===== src/sv/cba_pkg.sv =====
`default_nettype none
package cba_pkg;

    localparam int KIND_W  = 2;
    localparam int BYTES_W = 16;
    localparam int FOWN_W  = 8;
    localparam int STAT_W  = 2;
    localparam int OID_W   = 8;
    localparam int START_W = 7;
    localparam int CNT_W   = 8;
    localparam int NEED_W  = 16;

    localparam logic [KIND_W-1:0] KIND_FIRST = 2'd0;
    localparam logic [KIND_W-1:0] KIND_NEXT  = 2'd1;
    localparam logic [KIND_W-1:0] KIND_BEST  = 2'd2;
    localparam logic [KIND_W-1:0] KIND_FREE  = 2'd3;

    localparam logic [STAT_W-1:0] STAT_OK    = 2'd0;
    localparam logic [STAT_W-1:0] STAT_NOFIT = 2'd1;
    localparam logic [STAT_W-1:0] STAT_ZERO  = 2'd2;
    localparam logic [STAT_W-1:0] STAT_IDS   = 2'd3;

    typedef enum logic [2:0] {
        ST_IDLE,
        ST_DIV,
        ST_CHECK,
        ST_SCAN,
        ST_PICK,
        ST_WRITE,
        ST_FINISH
    } cba_state_t;

    // controller -> datapath
    typedef struct packed {
        logic load;
        logic div_start;
        logic check;
        logic scan_start;
        logic pick;
        logic write;
        logic emit;
    } cba_cmd_t;

    // datapath -> controller
    typedef struct packed {
        logic is_free;
        logic div_done;
        logic check_fail;
        logic scan_done;
        logic pick_fail;
        logic wr_done;
        logic out_free;
    } cba_stat_t;

endpackage
`default_nettype wire


===== src/sv/cba_if.sv =====
`default_nettype none
interface cba_req_if;
    import cba_pkg::*;
    logic                valid;
    logic                ready;
    logic [KIND_W-1:0]   kind;
    logic [BYTES_W-1:0]  request_bytes;
    logic [FOWN_W-1:0]   free_owner;
    modport source (output valid, kind, request_bytes, free_owner, input ready);
    modport sink   (input valid, kind, request_bytes, free_owner, output ready);
endinterface

interface cba_rsp_if;
    import cba_pkg::*;
    logic                valid;
    logic                ready;
    logic [STAT_W-1:0]   status;
    logic [OID_W-1:0]    owner_id;
    logic [START_W-1:0]  start_block;
    logic [CNT_W-1:0]    block_count;
    modport source (output valid, status, owner_id, start_block, block_count, input ready);
    modport sink   (input valid, status, owner_id, start_block, block_count, output ready);
endinterface

interface cba_cfg_if;
    import cba_pkg::*;
    logic                valid;
    logic                ready;
    logic [BYTES_W-1:0]  data;
    modport source (output valid, data, input ready);
    modport sink   (input valid, data, output ready);
endinterface
`default_nettype wire


===== src/sv/contiguous_block_allocator_unit.sv =====
// Contiguous block allocator: a map of NUM_BLOCKS blocks, each tagged with
// its owner id (0 = free).
// req beat: kind (first/next/best fit allocate, or free owner), request_bytes,
//   free_owner. rsp beat: status, owner_id, start_block, block_count, one per
//   req beat. cfg beat: block_size; cfg.ready is always high.
// One item at a time. An allocate runs a 16-bit bit-serial divide for the
// block count, a check step, one pass over the map (one block per cycle
// through the registered map read), a pick step and one write per allocated
// block before rsp.valid. A rejected allocate (zero size, ids used up, too
// big) answers after the divide and check. A free is one map pass.
// A finished result sits in the rsp register; the next req is taken while it
// waits. If rsp is still stalled when the following result is ready, the
// block holds in its finish state until rsp.ready.
// Reset clears the valid bit of every block at once (all free), owner ids
// restart at 1, next fit restarts at block 0, block_size is 1.
`default_nettype none
module contiguous_block_allocator_unit #(
    parameter int NUM_BLOCKS = 128,
    parameter int OWNER_BITS = 8
) (
    input  wire logic   clk,
    input  wire logic   rst_n,
    cba_req_if.sink     req,
    cba_rsp_if.source   rsp,
    cba_cfg_if.sink     cfg
);
    import cba_pkg::*;

    cba_cmd_t  cmd;
    cba_stat_t stat;

    // config writes land straight in the block_size register
    assign cfg.ready = 1'b1;

    cba_ctrl u_ctrl (
        .clk        (clk),
        .rst_n      (rst_n),
        .in_valid   (req.valid),
        .in_is_free (req.kind == KIND_FREE),
        .in_ready   (req.ready),
        .stat       (stat),
        .cmd        (cmd)
    );

    cba_datapath #(
        .NUM_BLOCKS (NUM_BLOCKS),
        .OWNER_BITS (OWNER_BITS)
    ) u_dp (
        .clk             (clk),
        .rst_n           (rst_n),
        .cmd             (cmd),
        .stat            (stat),
        .in_kind         (req.kind),
        .in_bytes        (req.request_bytes),
        .in_fown         (req.free_owner),
        .cfg_we          (cfg.valid),
        .cfg_data        (cfg.data),
        .out_ready       (rsp.ready),
        .out_valid       (rsp.valid),
        .out_status      (rsp.status),
        .out_owner_id    (rsp.owner_id),
        .out_start_block (rsp.start_block),
        .out_block_count (rsp.block_count)
    );

endmodule
`default_nettype wire


===== src/sv/cba_div.sv =====
`default_nettype none
module cba_div (
    input  logic                         clk,
    input  logic                         rst_n,
    input  logic                         start,
    input  logic [cba_pkg::NEED_W-1:0]   dividend,
    input  logic [cba_pkg::NEED_W-1:0]   divisor,
    output logic                         done,
    output logic [cba_pkg::NEED_W-1:0]   quotient,
    output logic [cba_pkg::NEED_W-1:0]   remainder
);
    import cba_pkg::*;

    localparam int SW = $clog2(NEED_W);

    logic [NEED_W-1:0] rem_reg, rem_next;
    logic [NEED_W-1:0] quo_reg, quo_next;
    logic [NEED_W-1:0] dvsr_reg;
    logic [SW-1:0]     cnt_reg;
    logic              busy_reg;
    logic              done_reg;
    logic [NEED_W:0]   shifted;
    logic [NEED_W:0]   diff;
    logic              ge;

    // restoring, one quotient bit per cycle
    always_comb
    begin
        shifted  = {rem_reg, quo_reg[NEED_W-1]};
        ge       = shifted >= {1'b0, dvsr_reg};
        diff     = shifted - {1'b0, dvsr_reg};
        rem_next = ge ? diff[NEED_W-1:0] : shifted[NEED_W-1:0];
        quo_next = {quo_reg[NEED_W-2:0], ge};
    end

    always_ff @(posedge clk or negedge rst_n)
    begin
        if (!rst_n)
        begin
            busy_reg <= 1'b0;
            done_reg <= 1'b0;
            cnt_reg  <= '0;
        end
        else
        begin
            done_reg <= 1'b0;
            if (start)
            begin
                busy_reg <= 1'b1;
                cnt_reg  <= '0;
            end
            else if (busy_reg)
            begin
                cnt_reg <= cnt_reg + 1'b1;
                if (cnt_reg == SW'(NEED_W - 1))
                begin
                    busy_reg <= 1'b0;
                    done_reg <= 1'b1;
                end
            end
        end
    end

    always_ff @(posedge clk)
    begin
        if (start)
        begin
            rem_reg  <= '0;
            quo_reg  <= dividend;
            dvsr_reg <= divisor;
        end
        else if (busy_reg)
        begin
            rem_reg <= rem_next;
            quo_reg <= quo_next;
        end
    end

    assign done      = done_reg;
    assign quotient  = quo_reg;
    assign remainder = rem_reg;

endmodule
`default_nettype wire


===== src/sv/cba_datapath.sv =====
`default_nettype none
module cba_datapath #(
    parameter int NUM_BLOCKS = 128,
    parameter int OWNER_BITS = 8
) (
    input  logic                          clk,
    input  logic                          rst_n,
    input  cba_pkg::cba_cmd_t             cmd,
    output cba_pkg::cba_stat_t            stat,
    input  logic [cba_pkg::KIND_W-1:0]    in_kind,
    input  logic [cba_pkg::BYTES_W-1:0]   in_bytes,
    input  logic [cba_pkg::FOWN_W-1:0]    in_fown,
    input  logic                          cfg_we,
    input  logic [cba_pkg::BYTES_W-1:0]   cfg_data,
    input  logic                          out_ready,
    output logic                          out_valid,
    output logic [cba_pkg::STAT_W-1:0]    out_status,
    output logic [cba_pkg::OID_W-1:0]     out_owner_id,
    output logic [cba_pkg::START_W-1:0]   out_start_block,
    output logic [cba_pkg::CNT_W-1:0]     out_block_count
);
    import cba_pkg::*;

    localparam int AW = $clog2(NUM_BLOCKS);
    localparam int LW = $clog2(NUM_BLOCKS + 1);
    localparam int CW = NEED_W + 2;
    localparam int XW = (OWNER_BITS > FOWN_W) ? OWNER_BITS : FOWN_W;

    // owner map, valid bit per block (invalid reads as free)
    logic [OWNER_BITS-1:0] map_mem [NUM_BLOCKS];
    logic [NUM_BLOCKS-1:0] valid_reg;

    logic [BYTES_W-1:0]    block_size_reg;
    logic [OWNER_BITS-1:0] next_owner_reg;
    logic [AW-1:0]         rover_reg;

    logic [KIND_W-1:0]     kind_reg;
    logic [FOWN_W-1:0]     fown_reg;
    logic [NEED_W-1:0]     need_reg;

    logic [NEED_W-1:0]     bs_eff;
    logic                  div_done;
    logic [NEED_W-1:0]     div_quo;
    logic [NEED_W-1:0]     div_rem;

    // scan pipeline
    logic [AW-1:0]         scan_addr_reg;
    logic                  issuing_reg;
    logic                  proc_vld_reg;
    logic [AW-1:0]         proc_addr_reg;
    logic                  proc_last_reg;
    logic [OWNER_BITS-1:0] rd_data_reg;
    logic                  rd_vld_reg;

    // run trackers
    logic [LW-1:0]         run_len_reg;
    logic [AW-1:0]         run_start_reg;
    logic                  ff_found_reg, nf_found_reg, bf_found_reg;
    logic [AW-1:0]         ff_pos_reg, nf_pos_reg, bf_pos_reg;
    logic [LW-1:0]         bf_len_reg;

    // free accumulators
    logic [LW-1:0]         free_cnt_reg;
    logic [AW-1:0]         free_start_reg;

    // write sweep
    logic [AW-1:0]         where_reg;
    logic [AW-1:0]         wr_ptr_reg;
    logic [LW-1:0]         wr_left_reg;

    logic [STAT_W-1:0]     res_status_reg;
    logic [OID_W-1:0]      res_id_reg;
    logic [START_W-1:0]    res_start_reg;
    logic [CNT_W-1:0]      res_count_reg;

    logic                  out_valid_reg;
    logic [STAT_W-1:0]     out_status_reg;
    logic [OID_W-1:0]      out_id_reg;
    logic [START_W-1:0]    out_start_reg;
    logic [CNT_W-1:0]      out_count_reg;

    logic                  blk_free;
    logic [LW-1:0]         cur_len;
    logic [AW-1:0]         cur_start;
    logic                  run_close;
    logic                  fits;
    logic [CW-1:0]         last_cand;
    logic                  own_match;
    logic                  is_free;
    logic [STAT_W-1:0]     chk_status;
    logic                  chk_fail;
    logic                  pick_ok;
    logic [AW-1:0]         pick_where;
    logic [CW-1:0]         rover_sum;
    logic                  wr_last;

    assign bs_eff  = (block_size_reg == '0) ? NEED_W'(1) : block_size_reg;
    assign is_free = (kind_reg == KIND_FREE);

    // divide starts on the accept edge, so it takes the size straight off the beat
    cba_div u_div (
        .clk       (clk),
        .rst_n     (rst_n),
        .start     (cmd.div_start),
        .dividend  (in_bytes),
        .divisor   (bs_eff),
        .done      (div_done),
        .quotient  (div_quo),
        .remainder (div_rem)
    );

    // run tracking on the block being processed
    always_comb
    begin
        blk_free  = !rd_vld_reg;
        cur_len   = blk_free ? run_len_reg + 1'b1 : run_len_reg;
        cur_start = (blk_free && run_len_reg == '0) ? proc_addr_reg : run_start_reg;
        run_close = proc_vld_reg && (!blk_free || proc_last_reg);
        fits      = CW'(cur_len) >= CW'(need_reg);
        last_cand = CW'(cur_start) + CW'(cur_len) - CW'(need_reg);
        own_match = rd_vld_reg && (XW'(rd_data_reg) == XW'(fown_reg));
    end

    always_comb
    begin
        chk_status = STAT_OK;
        if (need_reg == '0)
            chk_status = STAT_ZERO;
        else if (next_owner_reg == '0)
            chk_status = STAT_IDS;
        else if (CW'(need_reg) > CW'(NUM_BLOCKS))
            chk_status = STAT_NOFIT;
        chk_fail = (chk_status != STAT_OK);
    end

    always_comb
    begin
        pick_ok    = 1'b0;
        pick_where = ff_pos_reg;
        case (kind_reg)
            KIND_FIRST:
            begin
                pick_ok    = ff_found_reg;
                pick_where = ff_pos_reg;
            end
            KIND_NEXT:
            begin
                pick_ok    = nf_found_reg || ff_found_reg;
                pick_where = nf_found_reg ? nf_pos_reg : ff_pos_reg;
            end
            KIND_BEST:
            begin
                pick_ok    = bf_found_reg;
                pick_where = bf_pos_reg;
            end
            default:
            begin
                pick_ok    = 1'b0;
                pick_where = ff_pos_reg;
            end
        endcase
    end

    assign rover_sum = CW'(where_reg) + CW'(need_reg);
    assign wr_last   = (wr_left_reg == LW'(1));

    always_ff @(posedge clk)
    begin
        if (cmd.write)
            map_mem[wr_ptr_reg] <= next_owner_reg;
        rd_data_reg <= map_mem[scan_addr_reg];
    end

    // control state
    always_ff @(posedge clk or negedge rst_n)
    begin
        if (!rst_n)
        begin
            valid_reg      <= '0;
            block_size_reg <= BYTES_W'(1);
            next_owner_reg <= OWNER_BITS'(1);
            rover_reg      <= '0;
            issuing_reg    <= 1'b0;
            proc_vld_reg   <= 1'b0;
            rd_vld_reg     <= 1'b0;
            ff_found_reg   <= 1'b0;
            nf_found_reg   <= 1'b0;
            bf_found_reg   <= 1'b0;
            out_valid_reg  <= 1'b0;
        end
        else
        begin
            if (cfg_we)
                block_size_reg <= cfg_data;

            rd_vld_reg   <= valid_reg[scan_addr_reg];
            proc_vld_reg <= issuing_reg;
            if (cmd.scan_start)
            begin
                issuing_reg  <= 1'b1;
                ff_found_reg <= 1'b0;
                nf_found_reg <= 1'b0;
                bf_found_reg <= 1'b0;
            end
            else if (issuing_reg && scan_addr_reg == AW'(NUM_BLOCKS - 1))
                issuing_reg <= 1'b0;

            if (run_close && fits && !is_free)
            begin
                ff_found_reg <= 1'b1;
                if (!nf_found_reg &&
                    (cur_start >= rover_reg || last_cand >= CW'(rover_reg)))
                    nf_found_reg <= 1'b1;
                bf_found_reg <= 1'b1;
            end

            if (proc_vld_reg && is_free && own_match)
                valid_reg[proc_addr_reg] <= 1'b0;

            if (cmd.write)
            begin
                valid_reg[wr_ptr_reg] <= 1'b1;
                if (wr_last)
                begin
                    rover_reg <= (rover_sum >= CW'(NUM_BLOCKS))
                               ? AW'(rover_sum - CW'(NUM_BLOCKS)) : AW'(rover_sum);
                    next_owner_reg <= (next_owner_reg == {OWNER_BITS{1'b1}})
                                    ? '0 : next_owner_reg + 1'b1;
                end
            end

            if (cmd.emit)
                out_valid_reg <= 1'b1;
            else if (out_ready)
                out_valid_reg <= 1'b0;
        end
    end

    // payload and trackers
    always_ff @(posedge clk)
    begin
        if (cmd.load)
        begin
            kind_reg       <= in_kind;
            fown_reg       <= in_fown;
            res_status_reg <= STAT_OK;
            res_id_reg     <= (in_kind == KIND_FREE) ? in_fown : '0;
            res_start_reg  <= '0;
            res_count_reg  <= '0;
            free_cnt_reg   <= '0;
            free_start_reg <= '0;
        end

        if (div_done)
            need_reg <= div_quo + NEED_W'(div_rem != '0);

        if (cmd.check)
            res_status_reg <= chk_status;

        if (cmd.scan_start)
        begin
            scan_addr_reg <= '0;
            run_len_reg   <= '0;
            run_start_reg <= '0;
        end
        else if (issuing_reg)
            scan_addr_reg <= scan_addr_reg + 1'b1;
        proc_addr_reg <= scan_addr_reg;
        proc_last_reg <= (scan_addr_reg == AW'(NUM_BLOCKS - 1));

        if (proc_vld_reg)
        begin
            if (blk_free)
            begin
                run_len_reg   <= cur_len;
                run_start_reg <= cur_start;
            end
            else
                run_len_reg <= '0;
            if (is_free && own_match)
            begin
                free_cnt_reg <= free_cnt_reg + 1'b1;
                if (free_cnt_reg == '0)
                    free_start_reg <= proc_addr_reg;
            end
        end

        if (run_close && fits && !is_free)
        begin
            if (!ff_found_reg)
                ff_pos_reg <= cur_start;
            if (!nf_found_reg)
            begin
                if (cur_start >= rover_reg)
                    nf_pos_reg <= cur_start;
                else if (last_cand >= CW'(rover_reg))
                    nf_pos_reg <= rover_reg;
            end
            if (!bf_found_reg || cur_len < bf_len_reg)
            begin
                bf_pos_reg <= cur_start;
                bf_len_reg <= cur_len;
            end
        end

        if (cmd.pick)
        begin
            where_reg   <= pick_where;
            wr_ptr_reg  <= pick_where;
            wr_left_reg <= LW'(need_reg);
            if (!pick_ok)
                res_status_reg <= STAT_NOFIT;
        end

        if (cmd.write)
        begin
            wr_ptr_reg  <= wr_ptr_reg + 1'b1;
            wr_left_reg <= wr_left_reg - 1'b1;
            if (wr_last)
            begin
                res_status_reg <= STAT_OK;
                res_id_reg     <= OID_W'(next_owner_reg);
                res_start_reg  <= START_W'(where_reg);
                res_count_reg  <= CNT_W'(need_reg);
            end
        end

        if (cmd.emit)
        begin
            out_status_reg <= res_status_reg;
            out_id_reg     <= res_id_reg;
            out_start_reg  <= is_free ? START_W'(free_start_reg) : res_start_reg;
            out_count_reg  <= is_free ? CNT_W'(free_cnt_reg) : res_count_reg;
        end
    end

    always_comb
    begin
        stat.is_free    = is_free;
        stat.div_done   = div_done;
        stat.check_fail = chk_fail;
        stat.scan_done  = proc_vld_reg && proc_last_reg;
        stat.pick_fail  = !pick_ok;
        stat.wr_done    = wr_last;
        stat.out_free   = !out_valid_reg || out_ready;
    end

    assign out_valid       = out_valid_reg;
    assign out_status      = out_status_reg;
    assign out_owner_id    = out_id_reg;
    assign out_start_block = out_start_reg;
    assign out_block_count = out_count_reg;

endmodule
`default_nettype wire


===== src/sv/cba_ctrl.sv =====
`default_nettype none
module cba_ctrl (
    input  logic                clk,
    input  logic                rst_n,
    input  logic                in_valid,
    input  logic                in_is_free,
    output logic                in_ready,
    input  cba_pkg::cba_stat_t  stat,
    output cba_pkg::cba_cmd_t   cmd
);
    import cba_pkg::*;

    cba_state_t state_reg, state_next;

    always_ff @(posedge clk or negedge rst_n)
    begin
        if (!rst_n)
            state_reg <= ST_IDLE;
        else
            state_reg <= state_next;
    end

    always_comb
    begin
        state_next = state_reg;
        cmd        = '0;
        in_ready   = 1'b0;
        case (state_reg)
            ST_IDLE:
            begin
                in_ready = 1'b1;
                if (in_valid)
                begin
                    cmd.load = 1'b1;
                    if (in_is_free)
                    begin
                        cmd.scan_start = 1'b1;
                        state_next     = ST_SCAN;
                    end
                    else
                    begin
                        cmd.div_start = 1'b1;
                        state_next    = ST_DIV;
                    end
                end
            end
            ST_DIV:
                if (stat.div_done)
                    state_next = ST_CHECK;
            ST_CHECK:
            begin
                cmd.check = 1'b1;
                if (stat.check_fail)
                    state_next = ST_FINISH;
                else
                begin
                    cmd.scan_start = 1'b1;
                    state_next     = ST_SCAN;
                end
            end
            ST_SCAN:
                if (stat.scan_done)
                    state_next = stat.is_free ? ST_FINISH : ST_PICK;
            ST_PICK:
            begin
                cmd.pick   = 1'b1;
                state_next = stat.pick_fail ? ST_FINISH : ST_WRITE;
            end
            ST_WRITE:
            begin
                cmd.write = 1'b1;
                if (stat.wr_done)
                    state_next = ST_FINISH;
            end
            ST_FINISH:
                if (stat.out_free)
                begin
                    cmd.emit   = 1'b1;
                    state_next = ST_IDLE;
                end
            default:
                state_next = ST_IDLE;
        endcase
    end

endmodule
`default_nettype wire


===== src/flat_wrapper.sv =====
// flat-port wrapper written by rule: the top's interface ports become plain ports
module contiguous_block_allocator_unit_flat import cba_pkg::*;
#(
    parameter int NUM_BLOCKS = 128,
    parameter int OWNER_BITS = 8
)
  (clk, rst_n, req_valid, req_kind, req_request_bytes, req_free_owner, req_ready, rsp_valid, rsp_status, rsp_owner_id, rsp_start_block, rsp_block_count, rsp_ready, cfg_valid, cfg_data, cfg_ready);
  cba_req_if req_i ();
  cba_rsp_if rsp_i ();
  cba_cfg_if cfg_i ();
  input  wire logic clk;
  input  wire logic rst_n;
  input wire logic [$bits(req_i.valid)-1:0] req_valid;
  input wire logic [$bits(req_i.kind)-1:0] req_kind;
  input wire logic [$bits(req_i.request_bytes)-1:0] req_request_bytes;
  input wire logic [$bits(req_i.free_owner)-1:0] req_free_owner;
  output wire logic [$bits(req_i.ready)-1:0] req_ready;
  output wire logic [$bits(rsp_i.valid)-1:0] rsp_valid;
  output wire logic [$bits(rsp_i.status)-1:0] rsp_status;
  output wire logic [$bits(rsp_i.owner_id)-1:0] rsp_owner_id;
  output wire logic [$bits(rsp_i.start_block)-1:0] rsp_start_block;
  output wire logic [$bits(rsp_i.block_count)-1:0] rsp_block_count;
  input wire logic [$bits(rsp_i.ready)-1:0] rsp_ready;
  input wire logic [$bits(cfg_i.valid)-1:0] cfg_valid;
  input wire logic [$bits(cfg_i.data)-1:0] cfg_data;
  output wire logic [$bits(cfg_i.ready)-1:0] cfg_ready;
  assign req_i.valid = req_valid;
  assign req_i.kind = req_kind;
  assign req_i.request_bytes = req_request_bytes;
  assign req_i.free_owner = req_free_owner;
  assign req_ready = req_i.ready;
  assign rsp_valid = rsp_i.valid;
  assign rsp_status = rsp_i.status;
  assign rsp_owner_id = rsp_i.owner_id;
  assign rsp_start_block = rsp_i.start_block;
  assign rsp_block_count = rsp_i.block_count;
  assign rsp_i.ready = rsp_ready;
  assign cfg_i.valid = cfg_valid;
  assign cfg_i.data = cfg_data;
  assign cfg_ready = cfg_i.ready;
  contiguous_block_allocator_unit #(.NUM_BLOCKS(NUM_BLOCKS), .OWNER_BITS(OWNER_BITS)) u_core (.clk(clk), .rst_n(rst_n), .req(req_i), .rsp(rsp_i), .cfg(cfg_i));
endmodule

===== config.mk =====
export PLATFORM = sky130hd
export DESIGN_NAME = contiguous_block_allocator_unit_flat
export DESIGN_NICKNAME = d
export VERILOG_FILES = /design/src/sv/cba_pkg.sv /design/src/sv/cba_if.sv /design/src/sv/contiguous_block_allocator_unit.sv /design/src/sv/cba_div.sv /design/src/sv/cba_datapath.sv /design/src/sv/cba_ctrl.sv /design/src/flat_wrapper.sv
export SDC_FILE = /design/constraint.sdc
export NUM_CORES = 2
export LEC_CHECK = 0
export ABC_AREA = 0
export BUFFER_PORTS_ARGS = -buffer_cell sky130_fd_sc_hd__clkbuf_2
export CORE_ASPECT_RATIO = 0.8
export CORE_MARGIN = 4
export CORE_UTILIZATION = 55
export DETAILED_ROUTE_END_ITERATION = 8
export GPL_ROUTABILITY_DRIVEN = 0
export PLACE_DENSITY = 0.8
export SLEW_MARGIN = 30
export SYNTH_ARGS = -nofsm -noshare
export SYNTH_HDL_FRONTEND = slang
export SYNTH_SLANG_ARGS = --single-unit
export TNS_END_PERCENT = 50

===== constraint.sdc =====
create_clock -name clk -period 12.1 [get_ports clk]
set_clock_uncertainty 0.15 [all_clocks]
set_input_delay 1.21 -clock clk [delete_from_list [all_inputs] [get_ports clk]]
set_output_delay 1.21 -clock clk [all_outputs]
set_load 0.005 [all_outputs]

After elaboration in Yosys (flattened, before gate mapping)
Memory sizes are Yosys's and may differ from the RTL's. A register that Yosys moved wholly into a read port is not among the register bits.
Cells that the tools add are included.
Widths: inputs -> output; s select.
{ "op_classes": {"add_sub_neg": 13, "n_lt_le_gt_ge": 12, "n_eq_ne": 20, "mux": 100, "bitwise_logic": 5, "n_reduce_logical": 45} }
{ "op_table": {"columns": ["op", "n"], "rows": [
  ["$mux 128", 2],
  ["$mux 8", 18],
  ["$and 128x128->128", 1],
  ["$not 128->128", 1],
  ["$or 128x128->128", 1],
  ["$mux 7", 18],
  ["$mux 16", 3],
  ["$logic_not 16->1", 2],
  ["$mux 1", 31],
  ["$mux 2", 13],
  ["$add 8x1->8 const B", 3],
  ["$logic_not 8->1", 3],
  ["$lt 7x8->1 const B", 3],
  ["$pmux 3 s7", 1],
  ["$ge 18x7->1", 1],
  ["$mux 3", 6],
  ["$add 7x16->17", 1],
  ["$ge 17x16->1", 1],
  ["$ge 17x8->1 const B", 1],
  ["$sub 9x16->17", 1],
  ["$add 16x1->16", 1],
  ["$ge 8x16->1", 1],
  ["$gt 16x8->1 const B", 1],
  ["$reduce_bool 16->1", 1],
  ["37 further kinds", 80]
]} }
{ "word_totals": {"register_bits": 394, "ramBits": 1024, "word_cells": 238, "mem_count": 1} }
{ "mem_list": {"columns": ["memory", "depth", "word_bits", "rd", "rd_clocked_by_memory_dff", "write_ports", "line_no", "rtl"], "rows": [
  ["u_core.u_dp.map_mem", 128, 8, 1, 1, 1, "cba_datapath.sv:30", "logic [OWNER_BITS-1:0] map_mem [NUM_BLOCKS];"]
]} }

Depth between registers and ports, before layout
{ "logic_depth": {"word_depth": 10, "mapped_depth": 21, "mapped_depth_nobuf": 21} }

Modules after synthesis
Synthesis repeated with hierarchy kept, for this count alone.
{ "hier_totals": {"hier_cells": 3556, "hier_area_um2": 59428.2} }
{ "by_module_without_submodules": {"columns": ["module", "n_inst", "cells_each", "area_per_inst_um2"], "rows": [
  ["cba_datapath", 1, 3232, 56101.3],
  ["cba_div", 1, 281, 3007.9],
  ["cba_ctrl", 1, 40, 301.5],
  ["contiguous_block_allocator_unit", 1, 3, 17.5]
]} }

Least setup slack after synthesis
No wires, ideal clock.
{ "synth_timing": {"path_kind": "register -> register", "start": "reg u_core.u_dp.run_len_reg[0]", "end": "reg u_core.u_dp.nf_pos_reg[0], enable pin", "setup_time_ns": 0.387, "arrival_time_ns": 4.496, "required_ns": 11.563, "setup_slack_ns": 7.067, "path_stages_with_launch": 20, "path_buffers": 0, "period_less_slack_ns": 5.033, "path_cell_list": "edfxtp_1 > inv_1 > ha_1 > nor4b_1 > nand2_1 > mux2i_1 > inv_1 > fa_1 > ha_1 > and2_1 > a31oi_1 > o21ai_0 > or2_2 > xor2_1 > ha_1 > nand4_1 > a21oi_1 > nor4_1 > o211a_1 > a311oi_1"} }
{ "synth_via": {"elab_chain_len": 8, "word_cells_on_any_way": 14, "classes_between": "3 x add/sub; 3 x order compare; 2 x mux; 6 x reduce/logical"} }
{ "synth_rtl": {"columns": ["element", "line_no", "rtl"], "rows": [
  ["start, declared", "cba_datapath.sv:56", "logic [LW-1:0] run_len_reg;"],
  ["start signal, assigned", "cba_datapath.sv:275", "run_len_reg <= cur_len;"],
  ["$logic_not 8->1 (*)", "cba_datapath.sv:117", "cur_start = (blk_free && run_len_reg == '0) ? proc_addr_reg : run_start_reg;"],
  ["$logic_and 1x1->1 (*)", "cba_datapath.sv:117", null],
  ["$mux 7 (*)", "cba_datapath.sv:117", null],
  ["named net u_core.u_dp.cur_start[4]", "cba_datapath.sv:84", "logic [AW-1:0] cur_start;"],
  ["$add 7x8->9", "cba_datapath.sv:120", "last_cand = CW'(cur_start) + CW'(cur_len) - CW'(need_reg);"],
  ["$sub 9x16->17", "cba_datapath.sv:120", null],
  ["$ge 18x7->1", "cba_datapath.sv:296", "else if (last_cand >= CW'(rover_reg))"],
  ["$reduce_bool 2->1 (no source line) (*)", null, null],
  ["$reduce_and 3->1 (no source line) (*)", null, null],
  ["end signal, assigned", "cba_datapath.sv:295", "nf_pos_reg <= cur_start;"],
  ["end signal, assigned", "cba_datapath.sv:297", "nf_pos_reg <= rover_reg;"],
  ["end, declared", "cba_datapath.sv:59", "logic [AW-1:0] ff_pos_reg, nf_pos_reg, bf_pos_reg;"]
]} }
The timed path passes the listed nets; every way through them passes the cells marked *.
A chain may end at the register's enable or synchronous reset.

Worst setup path in the final report
Same ends and word-level chain as after synthesis.

==> results.md <==
- Result of the run: finished, final reports clean
- Wirelength, routed: roughly 150,000 um
- Number of H-tree levels: 4
- Vias after detailed routing: 34,800
- FP Rows: 107
- Maximum VDD drop: 158 uV
- Ranking of synthesized cells by area: sky130_fd_sc_hd__edfxtp_1 (60%), sky130_fd_sc_hd__mux4_2 (11%), sky130_fd_sc_hd__dfrtp_1 (7.3%)
- Crit. End Element: register
- Final period utilization: 45.3%
- Cell type with the highest aggregate area in the netlist: sky130_fd_sc_hd__edfxtp_1
- First-pass GRT wire length: roughly 220,000 um
- Setup TNS: 0 ps
- Leakage Power: 22.5 nW
- Routed met1 length: 55,100 um
- Setup repair bufs after CTS: 0
- Hpwl dp: 88,500 um
- Top-level I/O count: between 70 and 80
- Max reg flops: 1,024
- WL per Instance: 28.7 um
- Critical path data required time: around 12,000 ps
- Insertion delay of the later-clocked pin in the worst-skew pair: ~750 ps
- Syn nets: 3,777
- Proportion of layout cells with a drive suffix above 1: 17.8%
- Pwr per Cell Area: 222 nW/um2
- Die area: 112,000 um2
- Total setup violations reported at the end of the flow: 0
- # Max-Cap Violations: 0
- Hold buffer count at cts: 0
- Critical Path Start Type: register
- TritonCTS clock tree: yes
- Count of cell types in the netlist: 70
- Starting Density: a little under three fifths
- EDFF count, synth: 1,166
- Slowest Stage Delay on Critical Path: 500 ps
- Buffer depth of the longest clock path: 3
- Total number of nets in the final design: ~3,800
- Area grow syn2layout: 10.5%
- Count of state elements after synthesis: approximately 1,400
- Post-cts sizing count: 0
- Largest net degree at the start of global routing: 103
- Critical path start-end classification: reg2reg
- Clock buffers created by TritonCTS: ~130
- Cell family contributing the most delay on the critical path: simple AND/OR/NAND/NOR gates
- First element of the critical path: u_core.u_dp.run_len_reg[0]
- Cells along the critical path: inv_1 -> ha_1 -> nor4b_1 -> nand2_1 -> mux2i_1 -> inv_1 -> fa_1 -> ha_1 -> and2_1 -> a31oi_1 -> o21ai_0 -> or2_2 -> xor2_1 -> ha_1 -> nand4_1 -> a21oi_1 -> nor4_1 -> o211a_1 -> a311oi_1 -> buf_4
- Setup ws final: 6620 ps
- Avg Cell Area, Syn: 16.1 um2
- Top Layer Used: met4
- Fraction of registers with async set/reset: 12.2%
- Die height: 301 um
- Unrepaired setup endpoints after global routing: no
- Met3 Routed Length: ~18,000 um
- Number of hold violations in the final report: 0
- Antenna violations before repair: 5
- Core ar.: 106,000 um2
- Drt initial violations: 5,339
- Slew margin rel.: 32.6%
- Cell with the biggest individual delay on the critical path: sky130_fd_sc_hd__edfxtp_1
- Sinks on the clock net: between 1,000 and 1,500
- Cells after synthesis: 3,643
- Grt ovf: 0
- Transition time of the tightest slew-check pin: 1010 ps
- Setup slack at placement: 6750 ps
- Via count of the first global-routing pass: 34,100
- Post-route DRC violation count: 0
- CTS root buffer: sky130_fd_sc_hd__clkbuf_16
- Clock-pin slew of the registers on the worst-case setup and hold paths: about 60 ps
- Most common cell in the synthesized netlist: sky130_fd_sc_hd__edfxtp_1
- Vias per std cell: 6.69
- Main synth FF type: sky130_fd_sc_hd__edfxtp_1
- Total number of yosys warnings: 0
- Routed length on met2: 69,700 um
- Reg2reg start: u_core.u_dp.run_len_reg[0]
- Minimum period implied by the final worst setup slack: 5480 ps
- Top-area cell type share of the netlist area: 59.5%
- Type of the worst min-delay path: in2async
- Number of buffers added on ports: 73
- Critical path peak fanout: 8
- Die X-Extent: ~370 um
- Commonest cells post-synth: sky130_fd_sc_hd__edfxtp_1 (1,166), sky130_fd_sc_hd__o21ai_0 (331), sky130_fd_sc_hd__mux4_2 (286), sky130_fd_sc_hd__nor2_1 (251), sky130_fd_sc_hd__nand2_1 (212)
- Buffer and inverter count on the worst path: 3
- Final-report max-slew violation count: 0
- Total GRT Usage: 26.8%
- Post-synth design cell area: 58,800 um2
- Sequential share of the synthesized area: 69.9%
- Drt pass-1 iters: 8
- Worst endpoint data arrival time: about 5800 ps
- Remaining antenna violation count after routing: 0
- Overall power of the completed layout: 0.0144 W
- Upper clock frequency limit: about 180 MHz
- Top cell by count, worst path: sky130_fd_sc_hd__ha_1
path summary, 6_finish.rpt:
kind                                            endpoint  slack (ps)  cells after the start
hold / removal             u_core.u_dp.block_size_reg[8]         250                      1
hold reg to reg              u_core.u_dp.out_owner_id[0]         280                      0
setup / recovery               u_core.u_dp.nf_pos_reg[0]        6620                     20
max in group asynchronous      u_core.u_dp.valid_reg[30]        9660                      3
min in group clk             u_core.u_dp.out_owner_id[0]         280                      0
setup reg to reg               u_core.u_dp.nf_pos_reg[0]        6620                     20
logic make-up after synthesis:
kind of cell    count (synthesis)  share of synthesized area, %
buf+inv                       303                          2.22
flops                        1426                          69.9
mux                           371                          12.5
fa+ha+maj                      88                          1.98
other cells                     1                       0.00637
compound gates                650                          6.66
xor+xnor                       81                          1.21
simple gates                  723                          5.60
power breakdown:
| group | total [W] | switching, W | leakage [nW] | internal [W] |
|---|---|---|---|---|
| combinational | 0.00405 | 0.00243 | 6.28 | 0.00162 |
| sequential | 0.00603 | 0.000372 | 14.1 | 0.00566 |
| clock | 0.00432 | 0.00185 | 2.16 | 0.00247 |
per-layer routing:
metal	vias to the layer above	GRT usage, %
met5	-	0
met4	0	11.5
met3	393	6.04
met2	2568	40.9
met1	17600	37.7
li1	14300	-
metrics by stage:
step	instances	utilization (%)	hold slack, ps	area [um2]
floorplan	3643	-	176	58800
global placement	4959	56.9	268	60500
detailed placement	4959	56.9	269	60500
CTS	5199	61.1	215	65000
global route	5200	61.2	247	65000
finish	5204	61.2	245	65000
layout by cell type (no fill, tap or decap), types with 45 or more instances in the layout:
cell type	instances
sky130_fd_sc_hd__a21oi_1	78
sky130_fd_sc_hd__a22oi_1	63
sky130_fd_sc_hd__buf_4	45
sky130_fd_sc_hd__clkbuf_16	134
sky130_fd_sc_hd__clkbuf_2	72
sky130_fd_sc_hd__dfrtp_1	165
sky130_fd_sc_hd__dfxtp_1	82
sky130_fd_sc_hd__edfxtp_1	1166
sky130_fd_sc_hd__ha_1	78
sky130_fd_sc_hd__inv_1	77
sky130_fd_sc_hd__mux2i_1	50
sky130_fd_sc_hd__mux4_2	286
sky130_fd_sc_hd__nand2_1	211
sky130_fd_sc_hd__nand3_1	81
sky130_fd_sc_hd__nor2_1	245
sky130_fd_sc_hd__o21ai_0	331
sky130_fd_sc_hd__xnor2_1	51
final cells by class:
class / instances / area [um2]
diodes: 4 / 10.0
clock buffers: 179 / 3620
clock inverters: 61 / 865
fillers: 7293 / 41300
inverters: 77 / 289
multi-input cells: 1914 / 16500
flip-flops and latches: 1426 / 41100
well taps: 1417 / 1770
repair buffers: 126 / 826
(Power assumes the default switching activity.)
